--- src/rtl/ptsb_pkg.sv ---
// Shared types, codes and constants for the periodic timer slot bank.
package ptsb_pkg;

    localparam int DEF_NUM_SLOTS  = 8;
    localparam int DEF_COUNT_BITS = 16;
    localparam int PERIOD_BITS    = 16;
    localparam int SLOT_BITS      = 3;
    localparam int MAX_OUT        = 8;
    localparam int NUM_OUT_BITS   = $clog2(MAX_OUT + 1);

    typedef enum logic [1:0] {
        ACT_INSERT   = 2'd0,
        ACT_TICK     = 2'd1,
        ACT_SCAN     = 2'd2,
        ACT_COMPLETE = 2'd3
    } action_t;

    typedef enum logic [2:0] {
        ST_INSERTED  = 3'd0,
        ST_FULL      = 3'd1,
        ST_TICKED    = 3'd2,
        ST_EXPIRED   = 3'd3,
        ST_NONE      = 3'd4,
        ST_COMPLETED = 3'd5,
        ST_IGNORED   = 3'd6
    } status_t;

    typedef struct packed {
        logic                    valid;
        action_t                 action;
        logic [PERIOD_BITS-1:0]  period;
        logic [SLOT_BITS-1:0]    sel;
        logic                    keep;
        logic                    hit;
        logic [SLOT_BITS-1:0]    slot;
        logic                    pend_valid;
        logic [SLOT_BITS-1:0]    pend_slot;
        logic [NUM_OUT_BITS-1:0] num_out;
    } wave_t;

    typedef struct packed {
        logic                 valid;
        status_t              status;
        logic [SLOT_BITS-1:0] slot;
        logic                 last;
    } result_t;

endpackage

--- src/rtl/ptsb_cell.sv ---
// One timer slot of the bank and its stage of the command wave.
module ptsb_cell
    import ptsb_pkg::*;
#(
    parameter int COUNT_BITS = DEF_COUNT_BITS,
    parameter int IDX        = 0
)
(
    input  logic    clk,
    input  logic    rst_n,
    input  wave_t   wave_in,
    output wave_t   wave_out,
    output result_t emit
);

    localparam logic [SLOT_BITS-1:0] SLOT_ID = SLOT_BITS'(IDX);
    localparam bit SEL_REACH = (IDX < (1 << SLOT_BITS));

    logic                  en_reg, en_next;
    logic [COUNT_BITS-1:0] cnt_reg, cnt_next;
    logic [COUNT_BITS-1:0] rld_reg, rld_next;
    wave_t                 wave_reg, wave_next;
    logic [COUNT_BITS-1:0] period_c;
    logic                  expired;

    assign period_c = COUNT_BITS'(wave_in.period);
    assign expired  = en_reg && (cnt_reg == '0);

    always_comb
    begin
        en_next   = en_reg;
        cnt_next  = cnt_reg;
        rld_next  = rld_reg;
        wave_next = wave_in;
        emit      = '0;
        if (wave_in.valid)
        begin
            case (wave_in.action)
                ACT_INSERT:
                begin
                    if (!wave_in.hit && !en_reg)
                    begin
                        en_next        = 1'b1;
                        cnt_next       = period_c;
                        rld_next       = period_c;
                        wave_next.hit  = 1'b1;
                        wave_next.slot = SLOT_ID;
                    end
                end
                ACT_TICK:
                begin
                    if (en_reg && (cnt_reg != '0))
                    begin
                        cnt_next = cnt_reg - COUNT_BITS'(1);
                    end
                end
                ACT_SCAN:
                begin
                    if (expired && (wave_in.num_out < NUM_OUT_BITS'(MAX_OUT)))
                    begin
                        if (wave_in.pend_valid)
                        begin
                            emit.valid  = 1'b1;
                            emit.status = ST_EXPIRED;
                            emit.slot   = wave_in.pend_slot;
                            emit.last   = 1'b0;
                        end
                        wave_next.pend_valid = 1'b1;
                        wave_next.pend_slot  = SLOT_ID;
                        wave_next.num_out    = wave_in.num_out + NUM_OUT_BITS'(1);
                    end
                end
                ACT_COMPLETE:
                begin
                    if (SEL_REACH && (wave_in.sel == SLOT_ID) && expired)
                    begin
                        if (wave_in.keep)
                        begin
                            cnt_next = rld_reg;
                        end
                        else
                        begin
                            en_next = 1'b0;
                        end
                        wave_next.hit  = 1'b1;
                        wave_next.slot = SLOT_ID;
                    end
                end
                default:
                begin
                end
            endcase
        end
    end

    always_ff @(posedge clk or negedge rst_n)
    begin
        if (!rst_n)
        begin
            en_reg   <= 1'b0;
            cnt_reg  <= '0;
            rld_reg  <= '0;
            wave_reg <= '0;
        end
        else
        begin
            en_reg   <= en_next;
            cnt_reg  <= cnt_next;
            rld_reg  <= rld_next;
            wave_reg <= wave_next;
        end
    end

    assign wave_out = wave_reg;

endmodule

--- src/rtl/periodic_timer_slot_bank.sv ---
// Top level of the periodic timer slot bank: command intake, slot chain and result register.
//
// Usage: raise start with action, period, slot_sel and keep; the command is
// transferred at a rising edge where start is high and busy is low. busy then
// stays high until the command's last result has been shown.
// The command travels down a chain of NUM_SLOTS slot cells, one cell per
// cycle; each cell updates its own slot as the command passes.
// Results appear on status, slot_num and last for exactly one cycle each,
// marked by valid. Every command gives one result, except scan, which gives
// one result per expired slot (at most eight, lowest slot first) or a single
// "none expired" result. last marks the final result of a command.
// The command passes the NUM_SLOTS cell registers and then the result register
// before its final result is shown; busy drops with it, so a new command is
// taken only after the previous command's final result. A scan result for
// slot k is shown only after the command has passed cell k.
// Reset clears every slot (disabled, zero count and reload) and the chain.
// The receiver cannot stall: each result must be taken in the cycle it shows.
module periodic_timer_slot_bank
    import ptsb_pkg::*;
#(
    parameter int NUM_SLOTS  = DEF_NUM_SLOTS,
    parameter int COUNT_BITS = DEF_COUNT_BITS
)
(
    input  logic                   clk,
    input  logic                   rst_n,
    input  logic                   start,
    output logic                   busy,
    input  logic [1:0]             action,
    input  logic [PERIOD_BITS-1:0] period,
    input  logic [SLOT_BITS-1:0]   slot_sel,
    input  logic                   keep,
    output logic                   valid,
    output logic [2:0]             status,
    output logic [SLOT_BITS-1:0]   slot_num,
    output logic                   last
);

    wave_t   chain [0:NUM_SLOTS];
    result_t cell_emit [0:NUM_SLOTS-1];
    logic [NUM_SLOTS-1:0] emit_vec;
    result_t emit_any;
    result_t final_res;
    wave_t   tail;
    logic    accept;

    logic                 busy_reg, busy_next;
    logic                 valid_reg, valid_next;
    status_t              status_reg, status_next;
    logic [SLOT_BITS-1:0] slot_num_reg, slot_num_next;
    logic                 last_reg, last_next;

    assign accept = start && !busy_reg;

    always_comb
    begin
        chain[0]        = '0;
        chain[0].valid  = accept;
        chain[0].action = action_t'(action);
        chain[0].period = period;
        chain[0].sel    = slot_sel;
        chain[0].keep   = keep;
    end

    for (genvar i = 0; i < NUM_SLOTS; i++)
    begin : g_cell
        ptsb_cell #(
            .COUNT_BITS(COUNT_BITS),
            .IDX       (i)
        ) u_cell (
            .clk     (clk),
            .rst_n   (rst_n),
            .wave_in (chain[i]),
            .wave_out(chain[i+1]),
            .emit    (cell_emit[i])
        );
        assign emit_vec[i] = cell_emit[i].valid;
    end

    assign tail = chain[NUM_SLOTS];

    always_comb
    begin
        emit_any = '0;
        for (int i = 0; i < NUM_SLOTS; i++)
        begin
            emit_any = result_t'(emit_any | cell_emit[i]);
        end
    end

    always_comb
    begin
        final_res       = '0;
        final_res.valid = tail.valid;
        final_res.last  = 1'b1;
        case (tail.action)
            ACT_INSERT:
            begin
                final_res.status = tail.hit ? ST_INSERTED : ST_FULL;
                final_res.slot   = tail.hit ? tail.slot : '0;
            end
            ACT_TICK:
            begin
                final_res.status = ST_TICKED;
            end
            ACT_SCAN:
            begin
                final_res.status = tail.pend_valid ? ST_EXPIRED : ST_NONE;
                final_res.slot   = tail.pend_valid ? tail.pend_slot : '0;
            end
            ACT_COMPLETE:
            begin
                final_res.status = tail.hit ? ST_COMPLETED : ST_IGNORED;
                final_res.slot   = tail.hit ? tail.slot : '0;
            end
            default:
            begin
                final_res.status = ST_IGNORED;
            end
        endcase
    end

    always_comb
    begin
        busy_next     = busy_reg;
        valid_next    = 1'b0;
        status_next   = status_reg;
        slot_num_next = slot_num_reg;
        last_next     = last_reg;
        if (accept)
        begin
            busy_next = 1'b1;
        end
        if (emit_any.valid)
        begin
            valid_next    = 1'b1;
            status_next   = emit_any.status;
            slot_num_next = emit_any.slot;
            last_next     = 1'b0;
        end
        else if (final_res.valid)
        begin
            valid_next    = 1'b1;
            status_next   = final_res.status;
            slot_num_next = final_res.slot;
            last_next     = 1'b1;
            busy_next     = 1'b0;
        end
    end

    always_ff @(posedge clk or negedge rst_n)
    begin
        if (!rst_n)
        begin
            busy_reg     <= 1'b0;
            valid_reg    <= 1'b0;
            status_reg   <= ST_INSERTED;
            slot_num_reg <= '0;
            last_reg     <= 1'b0;
        end
        else
        begin
            busy_reg     <= busy_next;
            valid_reg    <= valid_next;
            status_reg   <= status_next;
            slot_num_reg <= slot_num_next;
            last_reg     <= last_next;
        end
    end

    assign busy     = busy_reg;
    assign valid    = valid_reg;
    assign status   = status_reg;
    assign slot_num = slot_num_reg;
    assign last     = last_reg;

    a_fall_with_last: assert property (@(posedge clk) disable iff (!rst_n)
        $fell(busy_reg) |-> (valid_reg && last_reg))
        else $error("busy dropped without a final result");

    a_mid_result_busy: assert property (@(posedge clk) disable iff (!rst_n)
        (valid_reg && !last_reg) |-> busy_reg)
        else $error("non-final result shown while idle");

    a_accept_busy: assert property (@(posedge clk) disable iff (!rst_n)
        accept |=> busy_reg)
        else $error("transfer taken without raising busy");

    a_one_emitter: assert property (@(posedge clk) disable iff (!rst_n)
        $onehot0(emit_vec) && !(emit_any.valid && final_res.valid))
        else $error("more than one result source in a cycle");

endmodule

--- config.mk ---
export PLATFORM = sky130hd
export DESIGN_NAME = periodic_timer_slot_bank
export DESIGN_NICKNAME = d
export VERILOG_FILES = /design/src/rtl/ptsb_pkg.sv /design/src/rtl/ptsb_cell.sv /design/src/rtl/periodic_timer_slot_bank.sv
export SDC_FILE = /design/constraint.sdc
export NUM_CORES = 1
export LEC_CHECK = 0
export ABC_AREA = 1
export ABC_CLOCK_PERIOD_IN_PS = 1840
export BUFFER_PORTS_ARGS = -buffer_cell sky130_fd_sc_hd__buf_2
export CAP_MARGIN = 10
export CORE_ASPECT_RATIO = 0.7
export CORE_MARGIN = 5
export CORE_UTILIZATION = 57
export DETAILED_ROUTE_END_ITERATION = 10
export GPL_TIMING_DRIVEN = 0
export PLACE_DENSITY_LB_ADDON = 0.08
export SLEW_MARGIN = 20
export SYNTH_ARGS = -nofsm -noshare
export SYNTH_HDL_FRONTEND = slang
export SYNTH_SLANG_ARGS = --single-unit
--- constraint.sdc ---
create_clock -name clk -period 1.84 [get_ports clk]
set_clock_uncertainty 0.05 [all_clocks]
set_input_delay 0.092 -clock clk [delete_from_list [all_inputs] [get_ports clk]]
set_output_delay 0.092 -clock clk [all_outputs]
set_load 0.01 [all_outputs]
==> reports/qor.yml <==
critical_path:
  worstPathBufferInverterCount: 4
  crit_path_max_fanout: 5
  cpLargestDelayFamily: "simple AND/OR/NAND/NOR gates"
  cp.required_ps: 2250
  path_cells: "inv_2 > ha_4 > nand2_2 > nor2_1 > nand2_1 > nor2_4 > nand4_4 > a21oi_4 > buf_6 > nand3_4 > buf_6 > buf_8 > nand2_2 > nand2_1"
  endpoint_kind: "flip-flop"
  criticalPathCategory: "reg -> reg"
  cp.arrival_ps: 2600
  critPathLaunchType: "flip-flop"
  max_stage_delay_ps: 410
  slowest_stage: "dfrtp_1"
final_layout:
  final_nets: 3052
  final_common_cell: "dfrtp_1"
  fin_area_um2: 30900
  fillers: 2689
  largest_register_ffs: 232
  area_growth_pct: 31.1
  drive_above_1_share_pct: 32.1
  final_cell_mix: "dfrtp_1 (486), nand2_1 (415), inv_1 (255)"
placed_design:
  io_buffers: 33
  hpwl_um: 44400
  placed_area_um2: 24600
  gp_congestion: 0.919
timing:
  fmax_mhz: 457
  worstMarginPinSlew_ps: 530
  hold_viol_final: 9
  maxSlewViolCount: 0
  hold_slack_ps: -7.97
  setup_violations: 146
  rsz0062_at_grt: "true"
  period_share_pct: 119
  finalCriticalPeriod_ps: 2190
  postLayoutSetupSlackWorst_ps: -347
  max_slew_margin_pct: 64.6
synthesis:
  synth-main-ff-cell: "dfrtp_1"
  synth.avg_cell_area_um2: 8.94
  ys_seq_elements: 505
  async_flop_share_pct: 100
  synth_area_um2: 23600
  synth_edf_count: 0
  netlist_instances: 2639
  seq_area_frac_synth_pct: 53.5
  ys_warn_count: 0
  synth.net_count: 2729
  synth.distinct_cells: 56
drt:
  vias: 20678
  antenna_left: 0
  drtIter0Drc: 2238
  drt_wl_total_um: 70400
  drc_errors: 0
  viasPerCell: 5.83
  wl_per_cell_um: 19.9
  drt-pass1-iter-count: 5
global_route:
  use_met2_pct: 41.7
  grt_max_degree: 104
  gr-usage-met3_pct: 5.22
  grt_busiest_layer: "met1"
  antenna_found_initial: 2
  grt_pass1_wl_um: 108000
  grt_overflow: 0
  grt_use_total_pct: 29.1
  grt_pass1_vias: 19615
  use_met1_pct: 46.8
clocking:
  htree_levels: 2
  clockBufferDepth: 3
  clk_latency_ps: 580
  cts_root_buffer: "clkbuf_16"
  cts_tree: "built"
  cts_inserted_buffers: 49
  clkTransAtPathRegs_ps: 70
  cts_sinks: 505
floorplanning:
  io_pins: 34
  die_y_um: 180
  num_rows: 62
  core_um2: 41000
  die_area_um2: 45600
  die_x_um: 253
  initial_core_util_pct: 57.6
power:
  total_power_mw: 40.2
  ir_worst_vdd_v: 0.00111
  power_leakage_nw: 14.9
  powerDensity_nw_per_um2: 1300
run_status:
  violations: "hold timing, setup timing"
  status: "finished, violations left"
flow_run:
  drv_cap: 0
min_path:
  min_path_type: "in -> async"
-- per-stage QoR --
stage                     hold slack (ps)  setup TNS, ps  utilization (%)  worst slack (ps)  std cells
after floorplan                      -254           -711                -             -69.6       2639
after global placement                189       -4817500             59.7             -9460       3216
after detailed placement             58.5         -82650             60.1              -694       3221
after CTS                            41.3         -17360             71.8              -256       3486
after global routing                 41.3         -40970             75.5              -415       3546
final                               -7.97         -26750             75.5              -347       3547
-- cells by family (layout without fill, tap and decap cells) --
family,count (synthesis),after routing,synth area share [%]
buffers and inverters,376,734,6.46
and+or+nand+nor,1154,1159,21.2
xor gates and xnor gates,18,18,0.668
muxes,67,67,3.20
AOI/OAI and AO/OA,454,454,11.5
adders and majority gates,65,65,3.45
DFF,505,505,53.5
other,0,1,0
-- routing by layer --
metal  share of wire, %  vias up
met4                2.0        2
li1                   -     9418
met1                 46    10225
met5              0.043        -
met3                8.6      132
met2                 44      901
-- worst register-to-register path, delay by kind of cell, from the launching register on --
kind | cells | cell delay [ps]
flops | 1 | 410
simple gates | 8 | 770
fa+ha+maj | 1 | 130
buf+inv | 4 | 500
compound gates | 1 | 200
-- cell usage after synthesis, drive strengths merged, types with 2 or more instances --
cell type,count,share of area [%]
buf,34,1.0
nand3,169,3.7
a21oi,106,2.3
o31a,2,0.074
nor4,6,0.16
or2,27,0.72
a21boi,2,0.064
o21ai,172,3.6
nor3,38,0.92
o21bai,3,0.095
o211ai,2,0.064
o22ai,12,0.32
o21a,3,0.095
nand4,43,1.2
a22oi,101,3.2
nor2,295,4.9
ha,65,3.4
a221oi,4,0.15
o31ai,30,0.95
xor2,11,0.41
o221ai,3,0.11
nand3b,8,0.25
clkbuf,43,0.68
inv,299,4.8
and2,3,0.10
nor3b,2,0.064
mux2,67,3.2
and3,4,0.11
xnor2,7,0.26
a21o,2,0.064
nand2,559,9.0
a31oi,8,0.21
dfrtp,505,54
-- timing repair --
action / CTS / global route
setup endpoints to repair: 260 / 333
setup buffers: 138 / 64
pin swaps: 114 / 123
gates cloned: 19 / 5
resized for setup: 478 / 345
endpoints found under the hold margin: 213 / 0
hold buffers: 24 / 0
-- worst paths after layout --
check | start | endpoint | slack (ps) | cells past startpoint
max | g_cell[2].u_cell.cnt_reg[0] | g_cell[2].u_cell.cnt_reg[9] | -350 | 14
min | rst_n | g_cell[4].u_cell.wave_out[26] | -8 | 2
max reg2reg | g_cell[2].u_cell.cnt_reg[0] | g_cell[2].u_cell.cnt_reg[9] | -350 | 14
min reg2reg | g_cell[5].u_cell.wave_out[13] | g_cell[6].u_cell.wave_out[13] | 320 | 0
max in group asynchronous | rst_n | g_cell[2].u_cell.cnt_reg[9] | 330 | 5
min in group clk | slot_sel[1] | g_cell[0].u_cell.wave_out[14] | 150 | 2
-- power by group --
part / switching (mW) / internal, mW
Clock: 4.43 / 6.38
Sequential: 2.35 / 13.5
Combinational: 7.75 / 5.73
-- final cells by class --
class	instances	area [um^2]	share of cell area, %
timing repair buffer	274	2620	8.46
multi-input combinational	1763	11500	37.2
clock inverter	20	303	0.979
clock buffer	71	1420	4.60
antenna	1	2.50	0.00809
sequential	505	12700	40.9
tap	544	681	2.20
buffer	70	591	1.91
inverter	299	1150	3.73
Note: power is estimated with default switching activity, not from simulation.
